`src/sv/grm_pkg.sv`:
```
`timescale 1ns / 1ps
// Shared types and codes for the grid rectangle merger.
package grm_pkg;

   // Request word: one cell load or one rectangle read.
   typedef struct packed {
      logic action;
      logic solid;
   } req_type;

   // Response word: one merged rectangle in tile units.
   typedef struct packed {
      logic [5:0] rect_x;
      logic [5:0] rect_y;
      logic [6:0] rect_w;
      logic [6:0] rect_h;
      logic       last_rect;
      logic       empty_set;
   } rsp_type;

   localparam logic ACT_LOAD = 1'b0;
   localparam logic ACT_READ = 1'b1;

   localparam int CSR_IDX_W = 1;
   localparam int CSR_DATA_W = 7;
   localparam logic [CSR_IDX_W-1:0] CSR_GRID_COLS = 1'b0;
   localparam logic [CSR_IDX_W-1:0] CSR_GRID_ROWS = 1'b1;
   localparam logic [CSR_DATA_W-1:0] GRID_DIM_RESET = 7'd64;

   typedef enum logic [3:0] {
      ST_IDLE,
      ST_DIV,
      ST_LOAD,
      ST_I_RD,
      ST_I_EV,
      ST_J_RD,
      ST_J_EV,
      ST_I_WB,
      ST_C_RD,
      ST_C_EV,
      ST_OUT_RD,
      ST_OUT_EV
   } state_type;

endpackage

```
`src/sv/grm_fuse_unit.sv`:
```
`timescale 1ns / 1ps
// Shared edge-compare and extent-add unit used by both fuse passes.
module grm_fuse_unit #(
   parameter int XW = 6,
   parameter int YW = 6,
   parameter int WW = 7,
   parameter int HW = 7
) (
   input  logic          vertical,
   input  logic [XW-1:0] base_x,
   input  logic [YW-1:0] base_y,
   input  logic [WW-1:0] base_w,
   input  logic [HW-1:0] base_h,
   input  logic [XW-1:0] cand_x,
   input  logic [YW-1:0] cand_y,
   input  logic [WW-1:0] cand_w,
   input  logic [HW-1:0] cand_h,
   output logic          hit,
   output logic [WW-1:0] grown_w,
   output logic [HW-1:0] grown_h
);

   logic [WW:0] right_edge;
   logic [HW:0] bottom_edge;
   logic        hit_h;
   logic        hit_v;

   assign right_edge  = (WW+1)'(base_x) + (WW+1)'(base_w);
   assign bottom_edge = (HW+1)'(base_y) + (HW+1)'(base_h);

   assign hit_h = (base_y == cand_y) && (base_h == cand_h) &&
                  (right_edge == (WW+1)'(cand_x));
   assign hit_v = (base_x == cand_x) && (base_w == cand_w) &&
                  (bottom_edge == (HW+1)'(cand_y));

   always_comb begin
      hit     = vertical ? hit_v : hit_h;
      grown_w = vertical ? base_w : WW'(base_w + cand_w);
      grown_h = vertical ? HW'(base_h + cand_h) : base_h;
   end

endmodule

```
`src/sv/grm_ctrl.sv`:
```
`timescale 1ns / 1ps
// Sequencer: cell loading, position divide, fuse passes, compaction and readout.
module grm_ctrl #(
   parameter int MAX_COLS = 64,
   parameter int MAX_ROWS = 64
) (
   input  logic                                clock,
   input  logic                                reset,
   input  logic                                start,
   input  grm_pkg::req_type                    req,
   output logic                                busy,
   input  logic [$clog2(MAX_COLS+1)-1:0]       cols,
   input  logic [$clog2(MAX_ROWS+1)-1:0]       rows,
   input  logic                                cfg_wr,
   output logic                                rsp_strobe,
   output grm_pkg::rsp_type                    rsp,
   output logic                                mem_we,
   output logic [$clog2(MAX_COLS*MAX_ROWS)-1:0] mem_waddr,
   output logic [$clog2(MAX_COLS)+$clog2(MAX_ROWS)+$clog2(MAX_COLS+1)
                 +$clog2(MAX_ROWS+1):0]        mem_wdata,
   output logic                                mem_re,
   output logic [$clog2(MAX_COLS*MAX_ROWS)-1:0] mem_raddr,
   input  logic [$clog2(MAX_COLS)+$clog2(MAX_ROWS)+$clog2(MAX_COLS+1)
                 +$clog2(MAX_ROWS+1):0]        mem_rdata
);

   localparam int DEPTH = MAX_COLS * MAX_ROWS;
   localparam int AW    = $clog2(DEPTH);
   localparam int CW    = $clog2(DEPTH + 1);
   localparam int NW    = CW + 1;
   localparam int XW    = $clog2(MAX_COLS);
   localparam int YW    = $clog2(MAX_ROWS);
   localparam int WW    = $clog2(MAX_COLS + 1);
   localparam int HW    = $clog2(MAX_ROWS + 1);
   localparam int CLW   = $clog2(MAX_COLS + 1);
   localparam int DCW   = $clog2(CW + 1);

   typedef struct packed {
      logic [XW-1:0] x;
      logic [YW-1:0] y;
      logic [WW-1:0] w;
      logic [HW-1:0] h;
      logic          live;
   } rect_type;

   grm_pkg::state_type state_ff, state_in;
   logic               vert_ff, vert_in;
   logic               fused_ff, fused_in;
   logic [CW-1:0]      i_ff, i_in;
   logic [CW-1:0]      j_ff, j_in;
   logic [CW-1:0]      k_ff, k_in;
   logic [CW-1:0]      rc_ff, rc_in;
   logic [CW-1:0]      rp_ff, rp_in;
   logic [CW-1:0]      cell_ff, cell_in;
   logic [XW-1:0]      cx_ff, cx_in;
   logic [CW-1:0]      cy_ff, cy_in;
   logic               dirty_ff, dirty_in;
   logic               md_ff, md_in;
   rect_type           base_ff, base_in;
   logic [CLW-1:0]     rem_ff, rem_in;
   logic [CW-1:0]      quo_ff, quo_in;
   logic [DCW-1:0]     dcnt_ff, dcnt_in;
   logic               solid_ff, solid_in;
   logic               rsp_strobe_ff, rsp_strobe_in;
   grm_pkg::rsp_type   rsp_ff, rsp_in;

   rect_type           rd;
   rect_type           wr;
   logic               fu_hit;
   logic [WW-1:0]      fu_w;
   logic [HW-1:0]      fu_h;

   // load path operands
   logic               fresh;
   logic [XW-1:0]      ld_x;
   logic [CW-1:0]      ld_y;
   logic [CW-1:0]      ld_cell;
   logic [CW-1:0]      ld_rc;
   logic               ld_solid;
   logic               in_grid;

   // divide step
   logic [CLW:0]       trial;
   logic               q_bit;
   logic [CLW-1:0]     rem_new;
   logic [CW-1:0]      quo_new;

   logic               i_more;
   logic               j_more;
   logic               c_more;
   logic [CW-1:0]      k_next;

   assign rd        = rect_type'(mem_rdata);
   assign mem_wdata = wr;

   grm_fuse_unit #(
      .XW(XW),
      .YW(YW),
      .WW(WW),
      .HW(HW)
   ) u_fuse (
      .vertical (vert_ff),
      .base_x   (base_ff.x),
      .base_y   (base_ff.y),
      .base_w   (base_ff.w),
      .base_h   (base_ff.h),
      .cand_x   (rd.x),
      .cand_y   (rd.y),
      .cand_w   (rd.w),
      .cand_h   (rd.h),
      .hit      (fu_hit),
      .grown_w  (fu_w),
      .grown_h  (fu_h)
   );

   always_comb begin
      fresh    = (state_ff == grm_pkg::ST_IDLE) && md_ff;
      ld_x     = fresh ? '0 : cx_ff;
      ld_y     = fresh ? '0 : cy_ff;
      ld_cell  = fresh ? '0 : cell_ff;
      ld_rc    = fresh ? '0 : rc_ff;
      ld_solid = (state_ff == grm_pkg::ST_IDLE) ? req.solid : solid_ff;
      in_grid  = ld_y < CW'(rows);

      trial    = {rem_ff, quo_ff[CW-1]};
      q_bit    = trial >= (CLW+1)'(cols);
      rem_new  = q_bit ? CLW'(trial - (CLW+1)'(cols)) : CLW'(trial);
      quo_new  = {quo_ff[CW-2:0], q_bit};

      i_more   = (NW'(i_ff) + NW'(2)) < NW'(rc_ff);
      j_more   = (NW'(j_ff) + NW'(1)) < NW'(rc_ff);
      c_more   = (NW'(i_ff) + NW'(1)) < NW'(rc_ff);
      k_next   = k_ff + CW'(rd.live);
   end

   always_comb begin
      state_in      = state_ff;
      vert_in       = vert_ff;
      fused_in      = fused_ff;
      i_in          = i_ff;
      j_in          = j_ff;
      k_in          = k_ff;
      rc_in         = rc_ff;
      rp_in         = rp_ff;
      cell_in       = cell_ff;
      cx_in         = cx_ff;
      cy_in         = cy_ff;
      dirty_in      = dirty_ff;
      md_in         = md_ff;
      base_in       = base_ff;
      rem_in        = rem_ff;
      quo_in        = quo_ff;
      dcnt_in       = dcnt_ff;
      solid_in      = solid_ff;
      rsp_strobe_in = 1'b0;
      rsp_in        = rsp_ff;
      mem_we        = 1'b0;
      mem_waddr     = i_ff[AW-1:0];
      wr            = base_ff;
      mem_re        = 1'b0;
      mem_raddr     = i_ff[AW-1:0];

      unique case (state_ff)
         grm_pkg::ST_IDLE: begin
            if (start) begin
               if (req.action == grm_pkg::ACT_READ) begin
                  if (md_ff) begin
                     state_in = grm_pkg::ST_OUT_RD;
                  end else if (rc_ff > CW'(1)) begin
                     vert_in  = 1'b0;
                     fused_in = 1'b0;
                     i_in     = '0;
                     state_in = grm_pkg::ST_I_RD;
                  end else begin
                     md_in    = 1'b1;
                     rp_in    = '0;
                     state_in = grm_pkg::ST_OUT_RD;
                  end
               end else if (!md_ff && dirty_ff) begin
                  // grid shape changed: recover column and row from cell count
                  solid_in = req.solid;
                  rem_in   = '0;
                  quo_in   = cell_ff;
                  dcnt_in  = '0;
                  state_in = grm_pkg::ST_DIV;
               end else begin
                  md_in    = 1'b0;
                  dirty_in = 1'b0;
                  cell_in  = ld_cell;
                  cx_in    = ld_x;
                  cy_in    = ld_y;
                  rc_in    = ld_rc;
                  if (md_ff) begin
                     rp_in = '0;
                  end
                  if (in_grid) begin
                     cell_in = ld_cell + CW'(1);
                     if (CLW'(ld_x) + CLW'(1) == cols) begin
                        cx_in = '0;
                        cy_in = ld_y + CW'(1);
                     end else begin
                        cx_in = XW'(ld_x + XW'(1));
                     end
                     if (ld_solid) begin
                        mem_we    = 1'b1;
                        mem_waddr = ld_rc[AW-1:0];
                        wr        = '{x: ld_x, y: YW'(ld_y), w: WW'(1), h: HW'(1),
                                      live: 1'b1};
                        rc_in     = ld_rc + CW'(1);
                     end
                  end
               end
            end
         end

         grm_pkg::ST_DIV: begin
            rem_in  = rem_new;
            quo_in  = quo_new;
            dcnt_in = dcnt_ff + DCW'(1);
            if (dcnt_ff == DCW'(CW - 1)) begin
               cx_in    = XW'(rem_new);
               cy_in    = quo_new;
               dirty_in = 1'b0;
               state_in = grm_pkg::ST_LOAD;
            end
         end

         grm_pkg::ST_LOAD: begin
            state_in = grm_pkg::ST_IDLE;
            if (in_grid) begin
               cell_in = ld_cell + CW'(1);
               if (CLW'(ld_x) + CLW'(1) == cols) begin
                  cx_in = '0;
                  cy_in = ld_y + CW'(1);
               end else begin
                  cx_in = XW'(ld_x + XW'(1));
               end
               if (ld_solid) begin
                  mem_we    = 1'b1;
                  mem_waddr = ld_rc[AW-1:0];
                  wr        = '{x: ld_x, y: YW'(ld_y), w: WW'(1), h: HW'(1),
                                live: 1'b1};
                  rc_in     = ld_rc + CW'(1);
               end
            end
         end

         grm_pkg::ST_I_RD: begin
            mem_re    = 1'b1;
            mem_raddr = i_ff[AW-1:0];
            state_in  = grm_pkg::ST_I_EV;
         end

         grm_pkg::ST_I_EV: begin
            base_in = rd;
            if (rd.live) begin
               j_in     = i_ff + CW'(1);
               state_in = grm_pkg::ST_J_RD;
            end else if (i_more) begin
               i_in     = i_ff + CW'(1);
               state_in = grm_pkg::ST_I_RD;
            end else if (!vert_ff) begin
               vert_in  = 1'b1;
               i_in     = '0;
               state_in = grm_pkg::ST_I_RD;
            end else begin
               i_in     = '0;
               k_in     = '0;
               state_in = grm_pkg::ST_C_RD;
            end
         end

         grm_pkg::ST_J_RD: begin
            mem_re    = 1'b1;
            mem_raddr = j_ff[AW-1:0];
            state_in  = grm_pkg::ST_J_EV;
         end

         grm_pkg::ST_J_EV: begin
            if (rd.live && fu_hit) begin
               base_in.w = fu_w;
               base_in.h = fu_h;
               fused_in  = 1'b1;
               // absorbed rectangle dies in place
               mem_we    = 1'b1;
               mem_waddr = j_ff[AW-1:0];
               wr        = rd;
               wr.live   = 1'b0;
            end
            if (j_more) begin
               j_in     = j_ff + CW'(1);
               state_in = grm_pkg::ST_J_RD;
            end else begin
               state_in = grm_pkg::ST_I_WB;
            end
         end

         grm_pkg::ST_I_WB: begin
            mem_we    = 1'b1;
            mem_waddr = i_ff[AW-1:0];
            wr        = base_ff;
            if (i_more) begin
               i_in     = i_ff + CW'(1);
               state_in = grm_pkg::ST_I_RD;
            end else if (!vert_ff) begin
               vert_in  = 1'b1;
               i_in     = '0;
               state_in = grm_pkg::ST_I_RD;
            end else begin
               i_in     = '0;
               k_in     = '0;
               state_in = grm_pkg::ST_C_RD;
            end
         end

         grm_pkg::ST_C_RD: begin
            mem_re    = 1'b1;
            mem_raddr = i_ff[AW-1:0];
            state_in  = grm_pkg::ST_C_EV;
         end

         grm_pkg::ST_C_EV: begin
            if (rd.live) begin
               mem_we    = 1'b1;
               mem_waddr = k_ff[AW-1:0];
               wr        = rd;
            end
            k_in = k_next;
            if (c_more) begin
               i_in     = i_ff + CW'(1);
               state_in = grm_pkg::ST_C_RD;
            end else begin
               rc_in = k_next;
               if (fused_ff && (k_next > CW'(1))) begin
                  fused_in = 1'b0;
                  vert_in  = 1'b0;
                  i_in     = '0;
                  state_in = grm_pkg::ST_I_RD;
               end else begin
                  md_in    = 1'b1;
                  rp_in    = '0;
                  state_in = grm_pkg::ST_OUT_RD;
               end
            end
         end

         grm_pkg::ST_OUT_RD: begin
            if (rp_ff < rc_ff) begin
               mem_re    = 1'b1;
               mem_raddr = rp_ff[AW-1:0];
               state_in  = grm_pkg::ST_OUT_EV;
            end else begin
               rsp_in           = '0;
               rsp_in.empty_set = 1'b1;
               rsp_strobe_in    = 1'b1;
               state_in         = grm_pkg::ST_IDLE;
            end
         end

         grm_pkg::ST_OUT_EV: begin
            rsp_in.rect_x    = 6'(rd.x);
            rsp_in.rect_y    = 6'(rd.y);
            rsp_in.rect_w    = 7'(rd.w);
            rsp_in.rect_h    = 7'(rd.h);
            rsp_in.last_rect = (rp_ff + CW'(1)) == rc_ff;
            rsp_in.empty_set = 1'b0;
            rsp_strobe_in    = 1'b1;
            rp_in            = rp_ff + CW'(1);
            state_in         = grm_pkg::ST_IDLE;
         end

         default: begin
            state_in = grm_pkg::ST_IDLE;
         end
      endcase

      if (cfg_wr) begin
         dirty_in = 1'b1;
      end
   end

   always_ff @(posedge clock) begin
      if (reset) begin
         state_ff      <= grm_pkg::ST_IDLE;
         md_ff         <= 1'b0;
         rc_ff         <= '0;
         rp_ff         <= '0;
         cell_ff       <= '0;
         cx_ff         <= '0;
         cy_ff         <= '0;
         dirty_ff      <= 1'b0;
         rsp_strobe_ff <= 1'b0;
      end else begin
         state_ff      <= state_in;
         md_ff         <= md_in;
         rc_ff         <= rc_in;
         rp_ff         <= rp_in;
         cell_ff       <= cell_in;
         cx_ff         <= cx_in;
         cy_ff         <= cy_in;
         dirty_ff      <= dirty_in;
         rsp_strobe_ff <= rsp_strobe_in;
      end
   end

   always_ff @(posedge clock) begin
      vert_ff  <= vert_in;
      fused_ff <= fused_in;
      i_ff     <= i_in;
      j_ff     <= j_in;
      k_ff     <= k_in;
      base_ff  <= base_in;
      rem_ff   <= rem_in;
      quo_ff   <= quo_in;
      dcnt_ff  <= dcnt_in;
      solid_ff <= solid_in;
      rsp_ff   <= rsp_in;
   end

   assign busy       = state_ff != grm_pkg::ST_IDLE;
   assign rsp_strobe = rsp_strobe_ff;
   assign rsp        = rsp_ff;

endmodule

```
`config.mk`:
```
export PLATFORM = sky130hd
export DESIGN_NAME = grm_ctrl
export DESIGN_NICKNAME = d
export VERILOG_FILES = /design/src/sv/grm_pkg.sv /design/src/sv/grm_fuse_unit.sv /design/src/sv/grm_ctrl.sv
export SDC_FILE = /design/constraint.sdc
export NUM_CORES = 1
export LEC_CHECK = 0
export ABC_CLOCK_PERIOD_IN_PS = 9600
export BUFFER_PORTS_ARGS = -buffer_cell sky130_fd_sc_hd__buf_2
export CORE_MARGIN = 2
export CORE_UTILIZATION = 40
export DETAILED_ROUTE_END_ITERATION = 8
export PLACE_DENSITY = 0.59
export SLEW_MARGIN = 20
export SYNTH_ARGS = -nofsm -noshare
export SYNTH_HDL_FRONTEND = slang
export SYNTH_SLANG_ARGS = --single-unit
```
`constraint.sdc`:
```
create_clock -name clock -period 9.6 [get_ports clock]
set_input_delay 0.96 -clock clock [delete_from_list [all_inputs] [get_ports clock]]
set_output_delay 0.96 -clock clock [all_outputs]
set_load 0.01 [all_outputs]
```
==> impl_metrics.ini, run 1 <==
[run_status]
status = finished, final reports clean

[synthesis]
synth_top_area_share_pct = 25.4
synth_xor_area_share_pct = 8.27
yosys-mux-area-fraction_pct = 0.359
synth_top_family_by_area = simple AND/OR/NAND/NOR gates
synth_fa_ha_area_share_pct = 9.02
syn_area_per_cell_sq_um = 8.48
synth_nets = 1832
netlist_area_sq_um = 14300
synthTopCellsByCount = 179 x nand2_1, 148 x nor2_1, 121 x edfxtp_1
synthFlopType = edfxtp_1
synth.area.top_cells = edfxtp_1 25%, dfxtp_1 9.1%, ha_1 8.3%
ys_ff_latch = 186
synth_compound_area_share_pct = 20.6
yosys.area_share.simple_pct = 22.3
synth-async-reset-ratio_pct = 0
synth-edff-count = 121
syn_inst = 1685
synth_warnings = 0
synth.distinct_cells = 80
yosysSeqAreaShare_pct = 34.5
synth_top_area_cell = edfxtp_1
synth.most_common_cell = nand2_1

[die]
die_area_sq_um = 37300
core_region_area_sq_um = 35400
io_pins = 130
num_rows = 69
die_x_microns = 193
start_util_pct = 40.4
fp.dieH_microns = 193

[worst_hold_path]
worstHoldEndpoint = cy_ff[10]
hp-class = reg -> reg
holdPathStages = 2
holdCritStartpoint = cy_ff[10]

[routing]
wl_per_cell_microns = 22.0
vias = 13501
routed_wl_microns = 49000
drtPass1Iterations = 7
drt_iter0_markers = 1198
ant_nets = 0
viasPerCell = 6.05
drc = 0

[timing]
rsz0062_at_grt = no
fin_crit_sh_pct = 65.2
tightest_slew_ns = 0.996
fmax_mhz = 160
setup_tns_ns = 0
fin_crit_ns = 6.26
skew_ns = 0.0141
setup_violations = 0
slew_headroom_pct = 33.5
slew_violations = 0
finalHoldViolCount = 0

[cells_and_area]
drive_gt1_share_pct = 12.0
fillCellCount = 3544
fin_nets = 1903
stdcell_count = 2232
regArea_sq_um = 4930
multi_input_area_sq_um = 8700
stdcell_area_sq_um = 15900
syn2layout_area_growth_pct = 11.3

[placed_design]
dp_hpwl_microns = 37000
gp_congestion = 0.975
placedCellCount = 2198
placed_cell_area_sq_um = 15300
port-buffer-count = 129

[worst_setup_path]
crit_type = reg -> out
rr_startpoint = state_ff[2]
cp_data_required_time_ns = 8.64
end_kind = output pin
start_kind = register
r2r_setup_slack_ns = 4.17
path_max_fanout = 45
rr_endpoint = rc_ff[2]
worstRegToRegCells = 14
cp.arrival_ns = 5.30

[clocking]
htreeDepth = 4
hold_buffers = 0
cts_tree = yes
path_clk_slew_ns = 0.07
insertion_delay_ns = 0.46
numCtsBuffers = 17
cts_resized = 0
clockBufferDepth = 2
clock-sinks = 186
cts-root-buf = clkbuf_16
post_cts_buffers = 0

[global_route]
antenna_found_initial = 4
grt_pass1_vias = 12438
grt_pass1_wl_microns = 74000
gr-total-overflow = 0
grt_max_degree = 73
track_usage_pct = 26.2

[power_and_ir_drop]
leakage_nw = 6.36
p_per_area_nw_per_um2 = 257
vdd_drop_max_mv = 0.196
power_w = 0.00409

[flow_run]
drv_cap = 0
-- how the worst max path moves through the flow --
stage | start | endpoint | slack [ns]
after global placement | state_ff[2] | mem_wdata[21] | 4.10
after CTS | state_ff[3] | mem_wdata[17] | 3.43
after floorplan | state_ff[2] | mem_waddr[2] | 5.13
after global routing | state_ff[2] | mem_wdata[17] | 2.96
after detailed placement | state_ff[2] | mem_wdata[17] | 3.93
final | state_ff[2] | mem_wdata[17] | 3.34
-- registers in the layout, indices dropped and copies added, names as in the netlist, 4 cells and up --
register,flops
i_ff,13
rc_ff,13
dcnt_ff,4
cell_ff,13
j_ff,13
k_ff,13
rp_ff,13
cx_ff,6
state_ff,4
rem_ff,7
rsp,28
base_ff,27
cy_ff,13
quo_ff,13
-- cells by family after synthesis --
family / Yosys count
DFF: 186
xor gates and xnor gates: 135
AOI/OAI and AO/OA: 428
buffers and inverters: 178
muxes: 5
adders and majority gates: 100
and+or+nand+nor: 653
-- per-stage QoR --
step / util (%) / hold slack [ns] / worst slack [ns]
finish: 44.9 / 0.506 / 3.34
global route: 44.9 / 0.530 / 2.96
CTS: 44.9 / 0.511 / 3.43
detailed placement: 43.2 / 0.490 / 3.93
global placement: 43.2 / 0.484 / 4.10
floorplan: - / 0.462 / 5.13
-- worst max-delay path: stages, from the launching register on --
cell and delay (ns):
dfxtp_1 0.98, nor3b_2 0.14, nand2_1 0.11, buf_4 0.46
and2_1 0.27, ha_1 0.26, inv_1 0.06, a311oi_1 0.04
a311oi_1 0.37, o2111ai_1 0.24, a21boi_4 0.39, nor2_1 0.13
nor3b_1 0.19, nand2_1 0.31, buf_4 0.34, a221o_1 0.39
buf_2 0.15
-- area by class of cell --
cell class | count | share of cell area, %
Multi-Input combinational cell | 1321 | 54.7
Sequential cell | 186 | 31.0
Timing Repair Buffer | 148 | 4.96
Tap cell | 461 | 3.63
Clock buffer | 20 | 2.88
Inverter | 82 | 1.94
Clock inverter | 12 | 0.873
Antenna cell | 2 | 0.0315
-- cells in the final DEF, fill, tap and decap left out, drive strengths merged, types with 20 or more instances in the layout --
master / instances
a211oi: 24
a21o: 32
a21oi: 104
a221o: 26
and2: 37
and3: 24
buf: 148
clkbuf: 20
dfxtp: 65
edfxtp: 121
ha: 95
inv: 86
nand2: 179
nand2b: 24
nand3: 83
nand4: 23
nor2: 149
nor2b: 20
nor3: 44
o21ai: 81
xnor2: 84
xor2: 51
-- power breakdown --
group          internal, W  switching, W
combinational     0.000768       0.00134
clock             0.000404      0.000345
sequential         0.00101      0.000219
total              0.00219       0.00191
-- layer usage --
metal	wire length (microns)	track usage, %	vias to the layer above
met5	27	0	-
li1	-	-	6297
met1	21800	36.5	6540
met2	21500	39.9	573
met4	1620	10.3	4
met3	4070	5.36	87
Note: power is estimated with default switching activity, not from simulation.
==> inputs of run 2 (changes only) <==
--- a/config.mk
+++ b/config.mk
@@ -5,7 +5,7 @@
 export SDC_FILE = /design/constraint.sdc
 export NUM_CORES = 1
 export LEC_CHECK = 0
-export ABC_CLOCK_PERIOD_IN_PS = 9600
+export ABC_CLOCK_PERIOD_IN_PS = 6510
 export BUFFER_PORTS_ARGS = -buffer_cell sky130_fd_sc_hd__buf_2
 export CORE_MARGIN = 2
 export CORE_UTILIZATION = 40
==> constraint.sdc (replaced) <==
create_clock -name clock -period 6.51 [get_ports clock]
set_input_delay 0.651 -clock clock [delete_from_list [all_inputs] [get_ports clock]]
set_output_delay 0.651 -clock clock [all_outputs]
set_load 0.01 [all_outputs]
==> impl_metrics.ini, run 2 (synthesis results as in run 1) <==
[run_status]
status = finished, final reports clean

[routing]
drtPass1Iterations = 5
drt_iter0_markers = 1414
viasPerCell = 5.98
wl_per_cell_microns = 21.4
vias = 13366
drc = 0
ant_nets = 0
routed_wl_microns = 47800

[die]
fp.dieH_microns = 193
die_x_microns = 193
start_util_pct = 40.4
num_rows = 69
io_pins = 130
core_region_area_sq_um = 35400
die_area_sq_um = 37300

[clocking]
clock-sinks = 186
cts_tree = yes
post_cts_buffers = 0
insertion_delay_ns = 0.46
clockBufferDepth = 2
cts_resized = 0
hold_buffers = 0
cts-root-buf = clkbuf_16
htreeDepth = 4
numCtsBuffers = 17
path_clk_slew_ns = 0.08

[power_and_ir_drop]
pwr-share-seq_pct = 29.6
leakage_nw = 6.35
p_per_area_nw_per_um2 = 377
pwr-share-clk_pct = 17.6
p_int_w = 0.00318
power.switching_w = 0.00282
vdd_drop_max_mv = 0.217
switching_share_pct = 47.0
comb_power_share_pct = 52.8

[worst_setup_path]
cp.arrival_ns = 4.67
end_kind = output pin
start_kind = register
cp_data_required_time_ns = 5.86
path_max_fanout = 16
crit_type = reg -> out

[global_route]
grt_pass1_wl_microns = 72700
antenna_found_initial = 0
gr-total-overflow = 0
grt_max_degree = 49
grt_pass1_vias = 12401
track_usage_pct = 25.7

[timing]
rsz0062_at_grt = no
slew_headroom_pct = 33.0
fin_crit_sh_pct = 81.7
setup_violations = 0
slew_violations = 0
fmax_mhz = 188
skew_ns = 0.0197
setup_tns_ns = 0
tightest_slew_ns = 0.998
finalHoldViolCount = 0
fin_crit_ns = 5.32
setup_slack_ns = 1.19

[cells_and_area]
diodes = 0
fin_nets = 1908
final_cell_mix = 179 x nand2_1, 147 x nor2_1, 129 x buf_2
largest_reg_flops = 28
final_common_cell = nand2_1
syn2layout_area_growth_pct = 11.3
drive_gt1_share_pct = 12.3

[placed_design]
dp_slack_ns = 1.69
gp_congestion = 0.955
dp_hpwl_microns = 36000
port-buffer-count = 129

[flow_run]
drv_cap = 0

[worst_hold_path]
hp-class = in -> reg
[run 2: cell count changes in the layout (fill, tap and decap cells not counted), sizes merged]
cell      before  now
bufinv         2    1
clkinv         6    4
diode          2    0
clkinvlp       0    5
buf          148  153
inv           86   87
clkbuf        20   17
[run 2: critical path: stages (launching register included)]
cell and delay (ns):
dfxtp_1 0.44, nor3b_2 0.30, nand2_1 0.39, and2_1 0.36
ha_1 0.28, inv_1 0.06, a311oi_1 0.04, a311oi_1 0.35
o2111ai_1 0.24, a21boi_4 0.42, nand2_1 0.48, o311ai_0 0.46
a221o_1 0.22, buf_2 0.15
[run 2: cell type report]
type                       count  area, sq um
fill                        3525        19500
multi-input combinational   1321         8700
sequential                   186         4930
timing repair buffer         153          826
tap                          461          577
clock buffer                  17          425
inverter                      82          308
clock inverter                15          143
[run 2: routing by layer]
layer  global-route usage (%)  share of wire [%]  vias up
li1                         -                  -     6311
met1                     35.9                 45     6428
met2                     39.5                 44      537
met3                     4.18                7.2       90
met4                     10.8                3.5        0
met5                        0                  0        -
[run 2: path summary, 6_finish.rpt]
kind	slack, ns	depth (start not counted)	end	start
max	1.19	13	mem_waddr[10]	md_ff
min	0.46	1	base_ff[17]	mem_rdata[17]
max reg2reg	1.82	13	rc_ff[2]	i_ff[2]
min reg2reg	0.50	2	cy_ff[10]	cy_ff[10]
[run 2: through the flow]
step           utilization, %  hold slack [ns]  cells  area (sq um)  power [W]
2_1_floorplan               -            0.462   1685         14300    0.00385
3_3_place_gp             43.3            0.481   2203         15300    0.00486
3_5_place_dp             43.3            0.495   2203         15300    0.00490
4_1_cts                  44.9            0.431   2235         15900    0.00596
5_1_grt                  44.9            0.453   2235         15900    0.00639
6_report                 44.9            0.464   2235         15900    0.00600
[run 2: power by group through the flow]
stage	combinational [W]	clock (W)	sequential, W
finish	0.00317	0.00106	0.00178
global route	0.00347	0.00111	0.00180
CTS	0.00313	0.00107	0.00176
detailed placement	0.00311	0	0.00179
global placement	0.00307	0	0.00179
floorplan	0.00224	0	0.00161
==> inputs of run 3 (changes only) <==
--- a/config.mk
+++ b/config.mk
@@ -5,12 +5,12 @@
 export SDC_FILE = /design/constraint.sdc
 export NUM_CORES = 1
 export LEC_CHECK = 0
-export ABC_CLOCK_PERIOD_IN_PS = 6510
+export ABC_CLOCK_PERIOD_IN_PS = 4700
 export BUFFER_PORTS_ARGS = -buffer_cell sky130_fd_sc_hd__buf_2
 export CORE_MARGIN = 2
 export CORE_UTILIZATION = 40
 export DETAILED_ROUTE_END_ITERATION = 8
-export PLACE_DENSITY = 0.59
+export PLACE_DENSITY = 0.62
 export SLEW_MARGIN = 20
 export SYNTH_ARGS = -nofsm -noshare
 export SYNTH_HDL_FRONTEND = slang
==> constraint.sdc (replaced) <==
create_clock -name clock -period 4.7 [get_ports clock]
set_input_delay 0.47 -clock clock [delete_from_list [all_inputs] [get_ports clock]]
set_output_delay 0.47 -clock clock [all_outputs]
set_load 0.01 [all_outputs]
==> impl_metrics.ini, run 3 (synthesis results as in run 1) <==
[clocking]
numCtsBuffers = 17
htreeDepth = 4
path_clk_slew_ns = 0.07
hold_buffers = 0
cts-root-buf = clkbuf_16
cts_tree = yes
clockBufferDepth = 2
insertion_delay_ns = 0.46
clock-sinks = 186

[routing]
vias = 13614
drc = 0
routed_wl_microns = 47700
viasPerCell = 6.03
ant_nets = 0
drtPass1Iterations = 6
wl_per_cell_microns = 21.1
drt_iter0_markers = 1299

[cells_and_area]
regArea_sq_um = 4930
largest_reg_flops = 28
stdcell_area_sq_um = 16100
stdcell_count = 2258
multi_input_area_sq_um = 8690
fillCellCount = 3473
drive_gt1_share_pct = 13.3
final_common_cell = nand2_1
syn2layout_area_growth_pct = 12.9
fin_nets = 1930
final_cell_mix = 179 x nand2_1, 147 x nor2_1, 129 x buf_2

[die]
start_util_pct = 40.4
num_rows = 69
core_region_area_sq_um = 35400
die_x_microns = 193
die_area_sq_um = 37300
fp.dieH_microns = 193
io_pins = 130

[global_route]
grt_pass1_vias = 12374
track_usage_pct = 25.6
grt_pass1_wl_microns = 72900
antenna_found_initial = 2
grt_max_degree = 48
gr-total-overflow = 0

[worst_setup_path]
cp.arrival_ns = 4.01
crit_type = reg -> out
cp_data_required_time_ns = 4.23
start_kind = register
end_kind = output pin
path_max_fanout = 23

[timing]
fin_crit_ns = 4.48
setup_violations = 0
fin_crit_sh_pct = 95.3
skew_ns = 0.0135
setup_tns_ns = 0
finalHoldViolCount = 0
slew_headroom_pct = 33.2
rsz0062_at_grt = no
slew_violations = 0
setup_slack_ns = 0.220
tightest_slew_ns = 0.997
fmax_mhz = 223

[run_status]
status = finished, final reports clean

[placed_design]
placedCellCount = 2223
dp_hpwl_microns = 36100
dp_slack_ns = 0.601
port-buffer-count = 129
placed_cell_area_sq_um = 15500
gp_congestion = 0.953

[power_and_ir_drop]
leakage_nw = 6.49
switching_share_pct = 45.6
comb_power_share_pct = 53.2
power.switching_w = 0.00391
p_per_area_nw_per_um2 = 532
vdd_drop_max_mv = 0.372
p_int_w = 0.00467
pwr-share-clk_pct = 18.5
pwr-share-seq_pct = 28.3
power_w = 0.00858

[flow_run]
drv_cap = 0

[worst_hold_path]
hp-class = in -> reg
[run 3: cell types whose count changed in the layout (fill, tap and decap cells not counted), moves of 2 or more]
cell        previous run  this run
clkinvlp_4             5         0
clkinv_4               1         3
clkinv_1               0         2
inv_8                  3         0
buf_4                 24        46
bufinv_16              1         4
[run 3: stage by stage]
| stage | util (%) | hold WS (ns) |
|---|---|---|
| 2_1_floorplan | - | 0.462 |
| 3_3_place_gp | 43.7 | 0.482 |
| 3_5_place_dp | 43.7 | 0.488 |
| 4_1_cts | 45.5 | 0.221 |
| 5_1_grt | 45.6 | 0.235 |
| 6_report | 45.6 | 0.240 |
[run 3: final timing paths]
path / slack, ns / cells after the start / endpoint / start
max reg2reg: 0.57 / 15 / cy_ff[10] / md_ff
max: 0.22 / 11 / mem_wdata[19] / base_ff[3]
min reg2reg: 0.50 / 2 / cell_ff[12] / cell_ff[12]
min: 0.24 / 1 / solid_ff / req[0]
[run 3: timing repair]
action	4_1_cts	5_1_grt
setup buffers	0	2
endpoints found under the setup margin	0	38
resized for setup	0	4
[run 3: power by group through the flow]
stage / Sequential [W] / Clock [W] / Combinational, W
floorplan: 0.00224 / 0 / 0.00310
global placement: 0.00244 / 0 / 0.00438
detailed placement: 0.00245 / 0 / 0.00445
CTS: 0.00241 / 0.00160 / 0.00447
global route: 0.00246 / 0.00166 / 0.00498
finish: 0.00243 / 0.00158 / 0.00456
[run 3: critical path: stages (launching register included)]
cell      delay (ns)
edfxtp_1        0.48
ha_1            0.38
or4_1           0.58
nor4_1          0.30
nand4_1         0.16
a211oi_1        0.48
inv_1           0.12
nand3_1         0.17
nand2_1         0.09
buf_4           0.23
a221o_1         0.39
buf_2           0.15
[run 3: per-layer routing]
layer  share of wire, %  GRT usage, %  vias up  wire (microns)
met4                3.0          9.24        0            1430
met5                  0             0        -               0
met1                 45          36.3     6547           21300
li1                   -             -     6367               -
met2                 44          39.2      614           21200
met3                7.9          4.22       86            3780
[run 3: cell type report]
cell class,instances,area share (%)
clock inverters,15,1.21
clock buffers,17,2.64
multi-input cells,1321,53.9
well taps,461,3.58
inverters,82,1.91
diodes,1,0.0155
repair buffers,175,6.14
flip-flops and latches,186,30.6
